<file path="src/design/ffra_pkg.sv">
// Shared types and codes for the first-fit region allocator.
package ffra_pkg;

  localparam int FIELD_W = 16;
  localparam int APB_AW  = 3;

  localparam logic REG_POOL_BASE = 1'b0;
  localparam logic REG_POOL_SIZE = 1'b1;

  typedef enum logic [1:0] {
    ST_DONE  = 2'd0,
    ST_NOFIT = 2'd1,
    ST_FULL  = 2'd2
  } status_code_t;

  typedef struct packed {
    logic               func;
    logic [FIELD_W-1:0] block_size;
    logic [FIELD_W-1:0] release_base;
  } in_item_t;

  typedef struct packed {
    logic [1:0]         status;
    logic [FIELD_W-1:0] alloc_base;
  } out_item_t;

  typedef enum logic [4:0] {
    OP_NOP,
    OP_INIT,
    OP_LOAD,
    OP_RES_NOFIT,
    OP_RES_FULL,
    OP_GRANT,
    OP_INC,
    OP_SAVE_PREV,
    OP_SAVE_NEXT,
    OP_RM_MOVE,
    OP_DEC_CNT,
    OP_MERGE_BOTH,
    OP_MERGE_PREV,
    OP_MERGE_NEXT,
    OP_INS_BEGIN,
    OP_INS_MOVE,
    OP_INS_PUT,
    OP_EMIT
  } dp_op_t;

  typedef struct packed {
    logic is_release;
    logic zero_size;
    logic cnt_zero;
    logic fit;
    logic grant_empty;
    logic last;
    logic at_end;
    logic below;
    logic at_idx;
    logic full;
    logic merge_prev;
    logic merge_next;
    logic out_busy;
  } dp_status_t;

  typedef enum logic [3:0] {
    S_INIT,
    S_IDLE,
    S_START,
    S_A_CHK,
    S_A_WAIT,
    S_RM_CHK,
    S_RM_WR,
    S_REL_SCAN,
    S_REL_WAIT,
    S_REL_DEC,
    S_INS_RD,
    S_INS_WR,
    S_INS_PUT,
    S_FIN
  } ctrl_state_t;

endpackage

</file>
<file path="src/design/ffra_ctrl.sv">
// Sequencer that steps the region table datapath through each request.
module ffra_ctrl (
  input  logic                clk,
  input  logic                rst,
  input  logic                in_valid,
  output logic                in_stall,
  input  ffra_pkg::dp_status_t st,
  output ffra_pkg::dp_op_t    op
);
  import ffra_pkg::*;

  ctrl_state_t state, state_next;

  always_ff @(posedge clk) begin
    if (rst) begin
      state <= S_INIT;
    end else begin
      state <= state_next;
    end
  end

  always_comb begin
    state_next = state;
    case (state)
      S_INIT: state_next = S_IDLE;
      S_IDLE: if (in_valid) state_next = S_START;
      S_START: begin
        if (!st.is_release) begin
          if (st.zero_size || st.cnt_zero) state_next = S_FIN;
          else state_next = S_A_CHK;
        end else begin
          if (st.zero_size) state_next = S_FIN;
          else if (st.cnt_zero) state_next = S_REL_DEC;
          else state_next = S_REL_SCAN;
        end
      end
      S_A_CHK: begin
        if (st.fit) state_next = st.grant_empty ? S_RM_CHK : S_FIN;
        else if (st.last) state_next = S_FIN;
        else state_next = S_A_WAIT;
      end
      S_A_WAIT: state_next = S_A_CHK;
      S_RM_CHK: state_next = st.at_end ? S_FIN : S_RM_WR;
      S_RM_WR: state_next = S_RM_CHK;
      S_REL_SCAN: begin
        if (st.below && !st.last) state_next = S_REL_WAIT;
        else state_next = S_REL_DEC;
      end
      S_REL_WAIT: state_next = S_REL_SCAN;
      S_REL_DEC: begin
        if (st.merge_prev && st.merge_next) state_next = S_RM_CHK;
        else if (st.merge_prev || st.merge_next || st.full) state_next = S_FIN;
        else if (st.at_end) state_next = S_FIN;
        else state_next = S_INS_RD;
      end
      S_INS_RD: state_next = S_INS_WR;
      S_INS_WR: state_next = st.at_idx ? S_INS_PUT : S_INS_RD;
      S_INS_PUT: state_next = S_FIN;
      S_FIN: if (!st.out_busy) state_next = S_IDLE;
      default: state_next = S_INIT;
    endcase
  end

  always_comb begin
    op       = OP_NOP;
    in_stall = (state != S_IDLE);
    case (state)
      S_INIT: op = OP_INIT;
      S_IDLE: if (in_valid) op = OP_LOAD;
      S_START: begin
        if (!st.is_release && (st.zero_size || st.cnt_zero)) op = OP_RES_NOFIT;
      end
      S_A_CHK: begin
        if (st.fit) op = OP_GRANT;
        else if (st.last) op = OP_RES_NOFIT;
        else op = OP_INC;
      end
      S_RM_CHK: if (st.at_end) op = OP_DEC_CNT;
      S_RM_WR: op = OP_RM_MOVE;
      S_REL_SCAN: op = st.below ? OP_SAVE_PREV : OP_SAVE_NEXT;
      S_REL_DEC: begin
        if (st.merge_prev && st.merge_next) op = OP_MERGE_BOTH;
        else if (st.merge_prev) op = OP_MERGE_PREV;
        else if (st.merge_next) op = OP_MERGE_NEXT;
        else if (st.full) op = OP_RES_FULL;
        else if (st.at_end) op = OP_INS_PUT;
        else op = OP_INS_BEGIN;
      end
      S_INS_WR: op = OP_INS_MOVE;
      S_INS_PUT: op = OP_INS_PUT;
      S_FIN: if (!st.out_busy) op = OP_EMIT;
      default: op = OP_NOP;
    endcase
  end

endmodule

</file>
<file path="src/design/ffra_dp.sv">
// Region table memory, scan pointer, merge arithmetic and result register.
module ffra_dp #(
  parameter int MAX_REGIONS = 16,
  parameter int ADDR_BITS   = 16
) (
  input  logic                clk,
  input  logic                rst,
  input  ffra_pkg::dp_op_t    op,
  output ffra_pkg::dp_status_t st,
  input  ffra_pkg::in_item_t  in_data,
  input  logic                cfg_load,
  input  logic [ADDR_BITS-1:0] pool_base,
  input  logic [ADDR_BITS-1:0] pool_len,
  output logic                out_valid,
  input  logic                out_stall,
  output ffra_pkg::out_item_t out_data
);
  import ffra_pkg::*;

  localparam int AW = ADDR_BITS;
  localparam int CW = $clog2(MAX_REGIONS + 1);
  localparam int IW = $clog2(MAX_REGIONS);

  logic [AW-1:0] mem_start [MAX_REGIONS];
  logic [AW-1:0] mem_len   [MAX_REGIONS];

  logic [AW-1:0] rd_start, rd_len;
  logic [AW-1:0] req_size, req_base;
  logic          req_rel;
  logic [AW-1:0] prev_start, prev_len, next_start, next_len;
  logic          have_next;
  logic [CW-1:0] ptr, idx, count;
  logic [1:0]    res_status;
  logic [AW-1:0] res_base;

  logic          wr_en;
  logic [CW-1:0] wr_addr;
  logic [AW-1:0] wr_start, wr_len;
  logic [IW-1:0] rd_idx;

  logic [AW:0]   prev_end, new_end, prev_sum, next_sum;
  logic [AW+1:0] both_sum;
  logic          have_prev, mp, mn0;

  assign rd_idx = (ptr < CW'(MAX_REGIONS)) ? ptr[IW-1:0] : '0;

  always_ff @(posedge clk) begin
    rd_start <= mem_start[rd_idx];
    rd_len   <= mem_len[rd_idx];
    if (wr_en) begin
      mem_start[wr_addr[IW-1:0]] <= wr_start;
      mem_len[wr_addr[IW-1:0]]   <= wr_len;
    end
  end

  // merge checks use the unwrapped sums
  assign have_prev = (ptr != '0);
  assign prev_end  = {1'b0, prev_start} + {1'b0, prev_len};
  assign new_end   = {1'b0, req_base} + {1'b0, req_size};
  assign prev_sum  = {1'b0, prev_len} + {1'b0, req_size};
  assign next_sum  = {1'b0, next_len} + {1'b0, req_size};
  assign both_sum  = {1'b0, prev_sum} + {2'b00, next_len};
  assign mp  = have_prev && (prev_end == {1'b0, req_base}) && !prev_sum[AW];
  assign mn0 = have_next && (new_end == {1'b0, next_start}) && !next_sum[AW];

  always_comb begin
    wr_en    = cfg_load;
    wr_addr  = '0;
    wr_start = pool_base;
    wr_len   = pool_len;
    if (!cfg_load) begin
      case (op)
        OP_INIT: wr_en = 1'b1;
        OP_GRANT: begin
          wr_en    = (rd_len != req_size);
          wr_addr  = ptr;
          wr_start = rd_start + req_size;
          wr_len   = rd_len - req_size;
        end
        OP_RM_MOVE: begin
          wr_en    = 1'b1;
          wr_addr  = ptr - CW'(1);
          wr_start = rd_start;
          wr_len   = rd_len;
        end
        OP_MERGE_BOTH: begin
          wr_en    = 1'b1;
          wr_addr  = ptr - CW'(1);
          wr_start = prev_start;
          wr_len   = both_sum[AW-1:0];
        end
        OP_MERGE_PREV: begin
          wr_en    = 1'b1;
          wr_addr  = ptr - CW'(1);
          wr_start = prev_start;
          wr_len   = prev_sum[AW-1:0];
        end
        OP_MERGE_NEXT: begin
          wr_en    = 1'b1;
          wr_addr  = ptr;
          wr_start = req_base;
          wr_len   = next_sum[AW-1:0];
        end
        OP_INS_MOVE: begin
          wr_en    = 1'b1;
          wr_addr  = ptr + CW'(1);
          wr_start = rd_start;
          wr_len   = rd_len;
        end
        OP_INS_PUT: begin
          wr_en    = 1'b1;
          wr_addr  = ptr;
          wr_start = req_base;
          wr_len   = req_size;
        end
        default: wr_en = 1'b0;
      endcase
    end
  end

  always_ff @(posedge clk) begin
    if (rst) begin
      count     <= '0;
      out_valid <= 1'b0;
    end else begin
      if (out_valid && !out_stall) out_valid <= 1'b0;
      if (cfg_load) begin
        count <= (pool_len != '0) ? CW'(1) : '0;
      end else begin
        case (op)
          OP_INIT:    count <= (pool_len != '0) ? CW'(1) : '0;
          OP_DEC_CNT: count <= count - CW'(1);
          OP_INS_PUT: count <= count + CW'(1);
          OP_EMIT:    out_valid <= 1'b1;
          default: ;
        endcase
      end
    end
  end

  always_ff @(posedge clk) begin
    case (op)
      OP_LOAD: begin
        req_rel    <= in_data.func;
        req_size   <= AW'(in_data.block_size);
        req_base   <= AW'(in_data.release_base);
        ptr        <= '0;
        have_next  <= 1'b0;
        res_status <= ST_DONE;
        res_base   <= '0;
      end
      OP_RES_NOFIT: res_status <= ST_NOFIT;
      OP_RES_FULL:  res_status <= ST_FULL;
      OP_GRANT: begin
        res_base <= rd_start;
        if (rd_len == req_size) ptr <= ptr + CW'(1);
      end
      OP_INC:        ptr <= ptr + CW'(1);
      OP_SAVE_PREV: begin
        prev_start <= rd_start;
        prev_len   <= rd_len;
        ptr        <= ptr + CW'(1);
      end
      OP_SAVE_NEXT: begin
        next_start <= rd_start;
        next_len   <= rd_len;
        have_next  <= 1'b1;
      end
      OP_RM_MOVE:    ptr <= ptr + CW'(1);
      OP_MERGE_BOTH: ptr <= ptr + CW'(1);
      OP_INS_BEGIN: begin
        idx <= ptr;
        ptr <= count - CW'(1);
      end
      OP_INS_MOVE: if (ptr != idx) ptr <= ptr - CW'(1);
      OP_EMIT: begin
        out_data.status     <= res_status;
        out_data.alloc_base <= FIELD_W'(res_base);
      end
      default: ;
    endcase
  end

  always_comb begin
    st.is_release  = req_rel;
    st.zero_size   = (req_size == '0);
    st.cnt_zero    = (count == '0);
    st.fit         = (rd_len >= req_size);
    st.grant_empty = (rd_len == req_size);
    st.last        = ({1'b0, ptr} + (CW+1)'(1)) == {1'b0, count};
    st.at_end      = (ptr == count);
    st.below       = (rd_start < req_base);
    st.at_idx      = (ptr == idx);
    st.full        = (count == CW'(MAX_REGIONS));
    st.merge_prev  = mp;
    st.merge_next  = mn0 && !(mp && (both_sum[AW+1:AW] != 2'b00));
    st.out_busy    = out_valid && out_stall;
  end

`ifndef SYNTHESIS
  a_count_range: assert property (@(posedge clk) disable iff (rst)
    count <= CW'(MAX_REGIONS))
    else $error("region count above table depth");
  a_insert_room: assert property (@(posedge clk) disable iff (rst)
    (op == OP_INS_PUT) |-> (count < CW'(MAX_REGIONS)))
    else $error("insert into a full table");
  a_grant_fits: assert property (@(posedge clk) disable iff (rst)
    (op == OP_GRANT) |-> (rd_len >= req_size))
    else $error("grant from a region that is too small");
  a_write_in_table: assert property (@(posedge clk) disable iff (rst)
    wr_en |-> (wr_addr < CW'(MAX_REGIONS)))
    else $error("table write beyond depth");
`endif

endmodule

</file>
<file path="src/design/first_fit_region_allocator_unit.sv">
// Top level: configuration registers, sequencer and region table datapath.
// Keeps up to MAX_REGIONS free regions sorted by start address in a one-read,
// one-write table memory. Allocate takes the first region large enough and
// trims it from the front; release inserts the region in order and merges it
// with touching neighbors. One item at a time: allocate and release scan the
// table entry by entry, and removing or inserting an entry moves the entries
// one by one, since every step goes through the single read port of the table.
// One result per item, held in an output register so the next item may enter
// while it waits. After reset the table loads with the pool in the S_INIT state;
// a write to either register reloads it with the pool.
module first_fit_region_allocator_unit #(
  parameter int MAX_REGIONS = 16,
  parameter int ADDR_BITS   = 16
) (
  input  logic                                clk,
  input  logic                                rst,
  input  logic                                in_valid,
  output logic                                in_stall,
  input  ffra_pkg::in_item_t                  in_data,
  output logic                                out_valid,
  input  logic                                out_stall,
  output ffra_pkg::out_item_t                 out_data,
  input  logic                                psel,
  input  logic                                penable,
  input  logic                                pwrite,
  input  logic [ffra_pkg::APB_AW-1:0]         paddr,
  input  logic [31:0]                         pwdata,
  output logic [31:0]                         prdata,
  output logic                                pready
);
  import ffra_pkg::*;

  logic [FIELD_W-1:0] pool_base, pool_size;
  logic               cfg_wr;
  dp_op_t             op;
  dp_status_t         st;

  assign pready = 1'b1;
  assign cfg_wr = psel && penable && pwrite;

  always_ff @(posedge clk) begin
    if (rst) begin
      pool_base <= '0;
      pool_size <= FIELD_W'(1024);
    end else if (cfg_wr) begin
      case (paddr[2])
        REG_POOL_BASE: pool_base <= pwdata[FIELD_W-1:0];
        REG_POOL_SIZE: pool_size <= pwdata[FIELD_W-1:0];
        default: ;
      endcase
    end
  end

  assign prdata = {16'h0000, (paddr[2] == REG_POOL_SIZE) ? pool_size : pool_base};

  ffra_ctrl u_ctrl (
    .clk      (clk),
    .rst      (rst),
    .in_valid (in_valid),
    .in_stall (in_stall),
    .st       (st),
    .op       (op)
  );

  ffra_dp #(
    .MAX_REGIONS (MAX_REGIONS),
    .ADDR_BITS   (ADDR_BITS)
  ) u_dp (
    .clk       (clk),
    .rst       (rst),
    .op        (op),
    .st        (st),
    .in_data   (in_data),
    .cfg_load  (cfg_wr),
    .pool_base (ADDR_BITS'(cfg_wr && paddr[2] == REG_POOL_BASE ?
                           pwdata[FIELD_W-1:0] : pool_base)),
    .pool_len  (ADDR_BITS'(cfg_wr && paddr[2] == REG_POOL_SIZE ?
                           pwdata[FIELD_W-1:0] : pool_size)),
    .out_valid (out_valid),
    .out_stall (out_stall),
    .out_data  (out_data)
  );

endmodule

</file>
<file path="config.mk">
export PLATFORM = sky130hd
export DESIGN_NAME = first_fit_region_allocator_unit
export DESIGN_NICKNAME = d
export VERILOG_FILES = /design/src/design/ffra_pkg.sv /design/src/design/ffra_ctrl.sv /design/src/design/ffra_dp.sv /design/src/design/first_fit_region_allocator_unit.sv
export SDC_FILE = /design/constraint.sdc
export NUM_CORES = 1
export LEC_CHECK = 0
export BUFFER_PORTS_ARGS = -buffer_cell sky130_fd_sc_hd__buf_2
export CAP_MARGIN = 0
export CORE_MARGIN = 1
export CORE_UTILIZATION = 41
export CTS_CLUSTER_SIZE = 28
export DETAILED_ROUTE_END_ITERATION = 16
export GPL_TIMING_DRIVEN = 0
export HOLD_SLACK_MARGIN = 0.05
export SYNTH_ARGS = -nofsm -noshare
export SYNTH_HDL_FRONTEND = slang
export SYNTH_SLANG_ARGS = --single-unit
</file>
<file path="constraint.sdc">
create_clock -name clk -period 17.8 [get_ports clk]
set_input_delay 5.34 -clock clk [delete_from_list [all_inputs] [get_ports clk]]
set_output_delay 5.34 -clock clk [all_outputs]
set_load 0.05 [all_outputs]
</file>
==> summary.txt, run 1 <==
Routing
  – Vias per cell: 5.91
  – Vias: 25900
  – Initial DRC Count: 2774
  – Initial DRT Pass Iterations: 9
  – Routed wire per std cell: 26.0 um
  – Detail Route Antenna Nets: 0
  – Post-Route WL: 114000 um
  – Drt drc: 0

Power
  – Lkg Pwr: 14.9 nW
  – Cell area power density: 151 nW/um2
  – Total power: 6.24 mW
  – Maximum VDD drop: 0.0880 mV

STA
  – Clock Skew: 24.9 ps
  – Max-slew violations: 0
  – Setup TNS: 0 ps
  – Worst slew pin tran: 1400 ps
  – Tcrit/Tclk final: 0.699
  – Highest clock rate: 0.0804 GHz
  – Rel. slew slack: 0.0679
  – Final setup vio count: 0
  – Min Tclk post-route: 12440 ps
  – Hold Fails Final Rpt: 0
  – Unrepaired setup endpoints after global routing: no

Synth
  – Yosys warns: 0
  – Synth unique cells: 91
  – Number of synthesized register bits: 730
  – Top_reg_cell synth: edfxtp_1
  – Synthesized instance count: 2937
  – Largest cells by area after synthesis: edfxtp_1 55%, ha_1 4.5%, dfxtp_1 4.1%
  – Share of the synthesized area in the top cell type: 0.549
  – Synth async-reset ratio: 0
  – Sequential share of the synthesized area: 0.590
  – Syn Area/Cell: 12.2 um2
  – Largest area contributor in the netlist: edfxtp_1
  – Synthesized cell area: 35900 um2
  – Post-synth EDFFs: 656

Layout
  – Layout area overhead: 15.1%
  – Share of cells above drive strength 1: 0.134
  – Ant. Diodes: 0
  – Area of the multi-input gates: 14000 um2
  – Final instance area: 41300 um2
  – Nets: 3373
  – Register area: 21200 um2
  – Layout filler cell count: 7728
  – Post-Layout Cell Count: 4377

Clock network
  – Clk sinks: 730
  – Hold buffers post-CTS: 0
  – Post-CTS resize count: 0
  – Clock Tree Root: clkbuf_16
  – CTS tree: yes
  – Clock-pin transition on the worst setup and hold timing paths: 50 ps
  – Clock Tree Buf Depth: 3
  – H-Tree Depth: 3
  – Clk_lat worst skew: 660 ps
  – Setup Buffers After CTS: 0
  – Num CTS Buffers: 81

Placed design
  – RD Place Congestion: 0.960
  – Dpl cells: 4233
  – Detail Placement HPWL: 85000 um
  – I/O Buffers: 90
  – Post-DP Area: 38600 um2

Worst setup path
  – CP Launch Type: primary input
  – CP top delay family: buffers and inverters
  – Worst Path Buf+Inv: 3
  – Data arrival time of the critical path: 7100 ps
  – Critical path type: in2out
  – CP peak stage delay: 610 ps
  – Critical path peak fanout: 10
  – Crit path cell chain: clkbuf_1, clkbuf_1, mux2_2, buf_2
  – CP Capture Type: output pin
  – Data required, critical path: 12460 ps
  – Slowest stage cell, crit path: clkbuf_1
  – Critical Path Most Common Cell: clkbuf_1

Floorplan
  – Die area: 88800 um2
  – # rows: 108
  – Die Y: 298 um
  – Initial core utilization: 0.414
  – Top Ports: 128
  – Die X: 298 um
  – Core Region: 86800 um2

Hold path
  – Hold Path Class: reg2reg

GRT
  – First-pass GRT wire length: 167000 um
  – Vias in the first global route: 25400
  – Grt total ovfl: 0
  – Initial antenna violation count: 1
  – Largest net degree at the start of global routing: 35
  – Total track usage: 0.253

Flow run
  – MaxCap Viol Count: 0

Run status
  – Status: finished clean
==> flip-flops by register name, summed over array words and instances, names as in the netlist, 2 cells and up <==
register         count
u_dp.next_len       16
u_dp.res_base       16
u_dp.req_size       16
u_dp.count           5
u_dp.prev_start     16
u_dp.rd_start       16
pool_base           16
u_ctrl.state         4
u_dp.out_data       18
u_dp.next_start     16
u_dp.req_base       16
u_dp.res_status      2
u_dp.ptr             5
u_dp.prev_len       16
pool_size           16
u_dp.mem_start     256
u_dp.idx             5
u_dp.mem_len       256
u_dp.rd_len         16
==> Yosys cell counts (22+ instances only) <==
library cell	n
a22oi_1	39
o211ai_1	22
a31oi_1	23
o31ai_1	41
nand3_1	69
o21ai_0	143
a21o_1	32
and2_1	35
nand2b_1	26
mux2i_1	136
nor3_1	68
nand2_1	230
ha_1	130
dfxtp_1	74
xor2_1	51
xnor2_1	78
clkbuf_1	120
o221ai_1	38
a211oi_1	64
a222oi_1	31
inv_1	67
mux2_2	83
edfxtp_1	656
a21oi_1	213
buf_1	25
nor2_1	167
==> routing by layer <==
metal  track usage  vias up  share of wire
met1         0.344    12900           0.42
li1              -    11700              -
met4        0.0954        0          0.035
met2         0.409     1074           0.47
met5             0        -              0
met3        0.0382      187          0.072
==> cells by family (layout without fill, tap and decap cells) <==
logic type / after synthesis / after routing / share of synthesized area
adder cells (fa/ha/maj): 137 / 137 / 0.0492
AND/OR/NAND/NOR: 709 / 709 / 0.0944
AO/OA/AOI/OAI: 770 / 770 / 0.143
other: 2 / 17 / 0.000209
buffers and inverters: 241 / 511 / 0.0277
flip-flops: 730 / 730 / 0.590
XOR/XNOR: 129 / 129 / 0.0315
multiplexers: 219 / 219 / 0.0639
==> path summary, 6_finish.rpt <==
kind / start / cells after the start / endpoint / slack, ps
setup / recovery: paddr[2] / 4 / prdata[6] / 5360
setup reg to reg: u_dp.ptr[0] / 20 / u_dp.mem_len[2][10] / 8970
hold reg to reg: u_dp.res_base[12] / 0 / u_dp.out_data[12] / 420
hold / removal: u_dp.res_base[12] / 0 / u_dp.out_data[12] / 420
==> cells in the final DEF (no fill, tap or decap), drive strengths merged, types with 38 or more instances in the layout <==
cell,synthesis,layout
o21ai,154,154
nor2,167,167
a211oi,66,66
inv,68,70
mux2,83,83
mux2i,136,136
xor2,51,51
a22oi,39,39
nor3,69,69
o221ai,38,38
xnor2,78,78
clkbuf,120,230
dfxtp,74,74
nand3,69,69
o31ai,43,43
ha,130,130
a21oi,215,215
nand2,233,233
edfxtp,656,656
buf,53,179
==> cell type report <==
| type | count | share of cell area |
|---|---|---|
| Inverter | 68 | 0.00617 |
| Tap cell | 1155 | 0.0350 |
| Timing Repair Buffer | 126 | 0.0235 |
| Clock buffer | 110 | 0.0547 |
| Sequential cell | 730 | 0.512 |
| Clock inverter | 34 | 0.0108 |
| Buffer | 173 | 0.0179 |
| Multi-Input combinational cell | 1981 | 0.340 |
==> through the flow <==
step | setup WS, ps | hold slack (ps) | util
after floorplan | 5970 | 400 | -
after global placement | 2960 | 408 | 0.436
after global routing | 5240 | 424 | 0.476
final | 5360 | 417 | 0.476
after CTS | 5350 | 419 | 0.476
after detailed placement | 5350 | 407 | 0.445
==> report_power, final <==
group	switching, mW	total (mW)	internal [mW]
clock	0.699	1.70	0.997
sequential	0.199	2.37	2.17
combinational	1.44	2.17	0.732
total	2.33	6.24	3.90
Note: power is estimated with default switching activity, not from simulation.
==> run 2, diff against run 1 <==
==> constraint.sdc (replaced) <==
create_clock -name clk -period 10.4 [get_ports clk]
set_input_delay 3.12 -clock clk [delete_from_list [all_inputs] [get_ports clk]]
set_output_delay 3.12 -clock clk [all_outputs]
set_load 0.05 [all_outputs]
==> summary.txt, run 2 (synthesis results as in run 1) <==
Layout
  – Layout area overhead: 15.1% (unchanged)
  – Area of the multi-input gates: 14000 um2 (unchanged)
  – Commonest non-fill, non-tap cells in the layout: 656 x edfxtp_1, 230 x nand2_1, 201 x a21oi_1
  – Commonest non-fill, non-tap cell in the layout: edfxtp_1
  – Ant. Diodes: 0 (unchanged)
  – Share of cells above drive strength 1: 0.134 (unchanged)
  – Layout filler cell count: 7728 (unchanged)
  – Register area: 21200 um2 (unchanged)
  – Post-Layout Cell Count: 4377 (unchanged)
  – Nets: 3373 (unchanged)
  – Fin util: 0.476 (unchanged)

STA
  – Worst slew pin tran: 1380 ps (-21.3 ps)
  – Hold Fails Final Rpt: 0 (unchanged)
  – Unrepaired setup endpoints after global routing: no
  – Min Tclk post-route: 8830 ps
  – Tcrit/Tclk final: 0.849
  – Highest clock rate: 0.113 GHz
  – Setup TNS: 0 ps (unchanged)
  – Rel. slew slack: 0.0821 (+0.0142)
  – Final setup vio count: 0 (unchanged)
  – Max-slew violations: 0 (unchanged)
  – Clock Skew: 26.2 ps (+1.37 ps)

Placed design
  – Dpl cells: 4233 (unchanged)
  – RD Place Congestion: 0.960 (unchanged)
  – Detail Placement HPWL: 85000 um (unchanged)
  – I/O Buffers: 90 (unchanged)

GRT
  – First-pass GRT wire length: 167000 um (unchanged)
  – Largest net degree at the start of global routing: 35 (unchanged)
  – Vias in the first global route: 25400 (-0.032%)
  – Total track usage: 0.253 (about the same)
  – Grt total ovfl: 0 (unchanged)
  – Initial antenna violation count: 1 (unchanged)

Floorplan
  – Initial core utilization: 0.414 (unchanged)
  – Die area: 88800 um2 (unchanged)
  – Die X: 298 um (unchanged)
  – Top Ports: 128 (unchanged)
  – # rows: 108 (unchanged)
  – Core Region: 86800 um2 (unchanged)
  – Die Y: 298 um (unchanged)

Routing
  – Routed wire per std cell: 26.0 um (-0.17%)
  – Post-Route WL: 114000 um (-0.17%)
  – Vias per cell: 5.92 (+0.17%)
  – Detail Route Antenna Nets: 0 (unchanged)
  – Drt drc: 0 (unchanged)
  – Initial DRT Pass Iterations: 13 (+4)
  – Vias: 25900 (+0.17%)
  – Initial DRC Count: 2707 (-2.4%)

Worst setup path
  – CP Launch Type: register
  – Data required, critical path: 10740 ps (-1720 ps)
  – RR Startpoint: u_dp.ptr[0]
  – Critical path peak fanout: 20 (+10)
  – CP Capture Type: register
  – Critical path type: reg2reg
  – Data arrival time of the critical path: 9160 ps (+2060 ps)
  – Reg-to-reg slack, setup: 1570 ps (-7400 ps)
  – Setup crit start: u_dp.ptr[0]

Clock network
  – Hold buffers post-CTS: 0 (unchanged)
  – Num CTS Buffers: 81 (unchanged)
  – Clk sinks: 730 (unchanged)
  – Clock Tree Root: clkbuf_16
  – H-Tree Depth: 3 (unchanged)
  – CTS tree: yes
  – Clock Tree Buf Depth: 3 (unchanged)
  – Setup Buffers After CTS: 0 (unchanged)
  – Post-CTS resize count: 0 (unchanged)
  – Clk_lat worst skew: 660 ps (about the same)
  – Clock-pin transition on the worst setup and hold timing paths: 50 ps (about the same)

Run status
  – Status: finished clean

Power
  – Cell area power density: 258 nW/um2 (+71%)
  – Maximum VDD drop: 0.151 mV (+72%)
  – Lkg Pwr: 14.9 nW (unchanged)

Flow run
  – MaxCap Viol Count: 0 (unchanged)

Hold path
  – Hold Startpoint: u_dp.res_base[12]
  – Hold Path Class: reg2reg
## run 2: worst paths after layout
check / to / cells after the start
worst max-delay path: u_dp.mem_len[2][10] / 20
worst max register to register: u_dp.mem_len[2][10] / 20
worst min register to register: u_dp.out_data[12] / 0
worst min-delay path: u_dp.out_data[12] / 0
## run 2: metal layers
| layer | share of wire | GRT usage | routed length, um |
|---|---|---|---|
| met1 | 0.42 | 0.343 | 47900 |
| met2 | 0.47 | 0.409 | 53100 |
| met3 | 0.075 | 0.0390 | 8480 |
| met4 | 0.036 | 0.0954 | 4080 |
| met5 | 0 | 0 | 0 |
## run 2: report_power, final
group | internal, mW | switching [mW]
registers | 3.72 | 0.340
logic | 1.25 | 2.46
clock network | 1.71 | 1.19
## run 2: layout make-up
class | count | area share
Buffer | 173 | 0.0179
Clock inverter | 34 | 0.0108
Timing Repair Buffer | 126 | 0.0235
Inverter | 68 | 0.00617
Tap cell | 1155 | 0.0350
Clock buffer | 110 | 0.0547
Sequential cell | 730 | 0.512
Multi-Input combinational cell | 1981 | 0.340
## run 2: through the flow
step	hold slack, ps	instance area, um2	total power, mW	worst slack [ps]
after floorplan	400	36000	6.33	1370
after global placement	408	37900	7.59	-2220
after global routing	424	41300	11.2	1260
after detailed placement	407	38600	7.74	1360
final	417	41300	10.7	1570
after CTS	419	41300	10.7	1330
## run 2: critical path, cell delays in order, from the launching register on
cell and delay [ps]:
edfxtp_1 410, clkbuf_1 610, inv_1 120, clkbuf_1 420
clkbuf_1 500, ha_1 460, nor4b_2 210, buf_4 170
a221o_1 300, a2111oi_2 340, nand4_1 230, or4_1 500
or4_4 530, nor4b_2 780, nand3b_1 440, nand4_1 310
a21oi_4 460, nor3_1 150, or3_4 480, nor3_4 790
buf_16 250
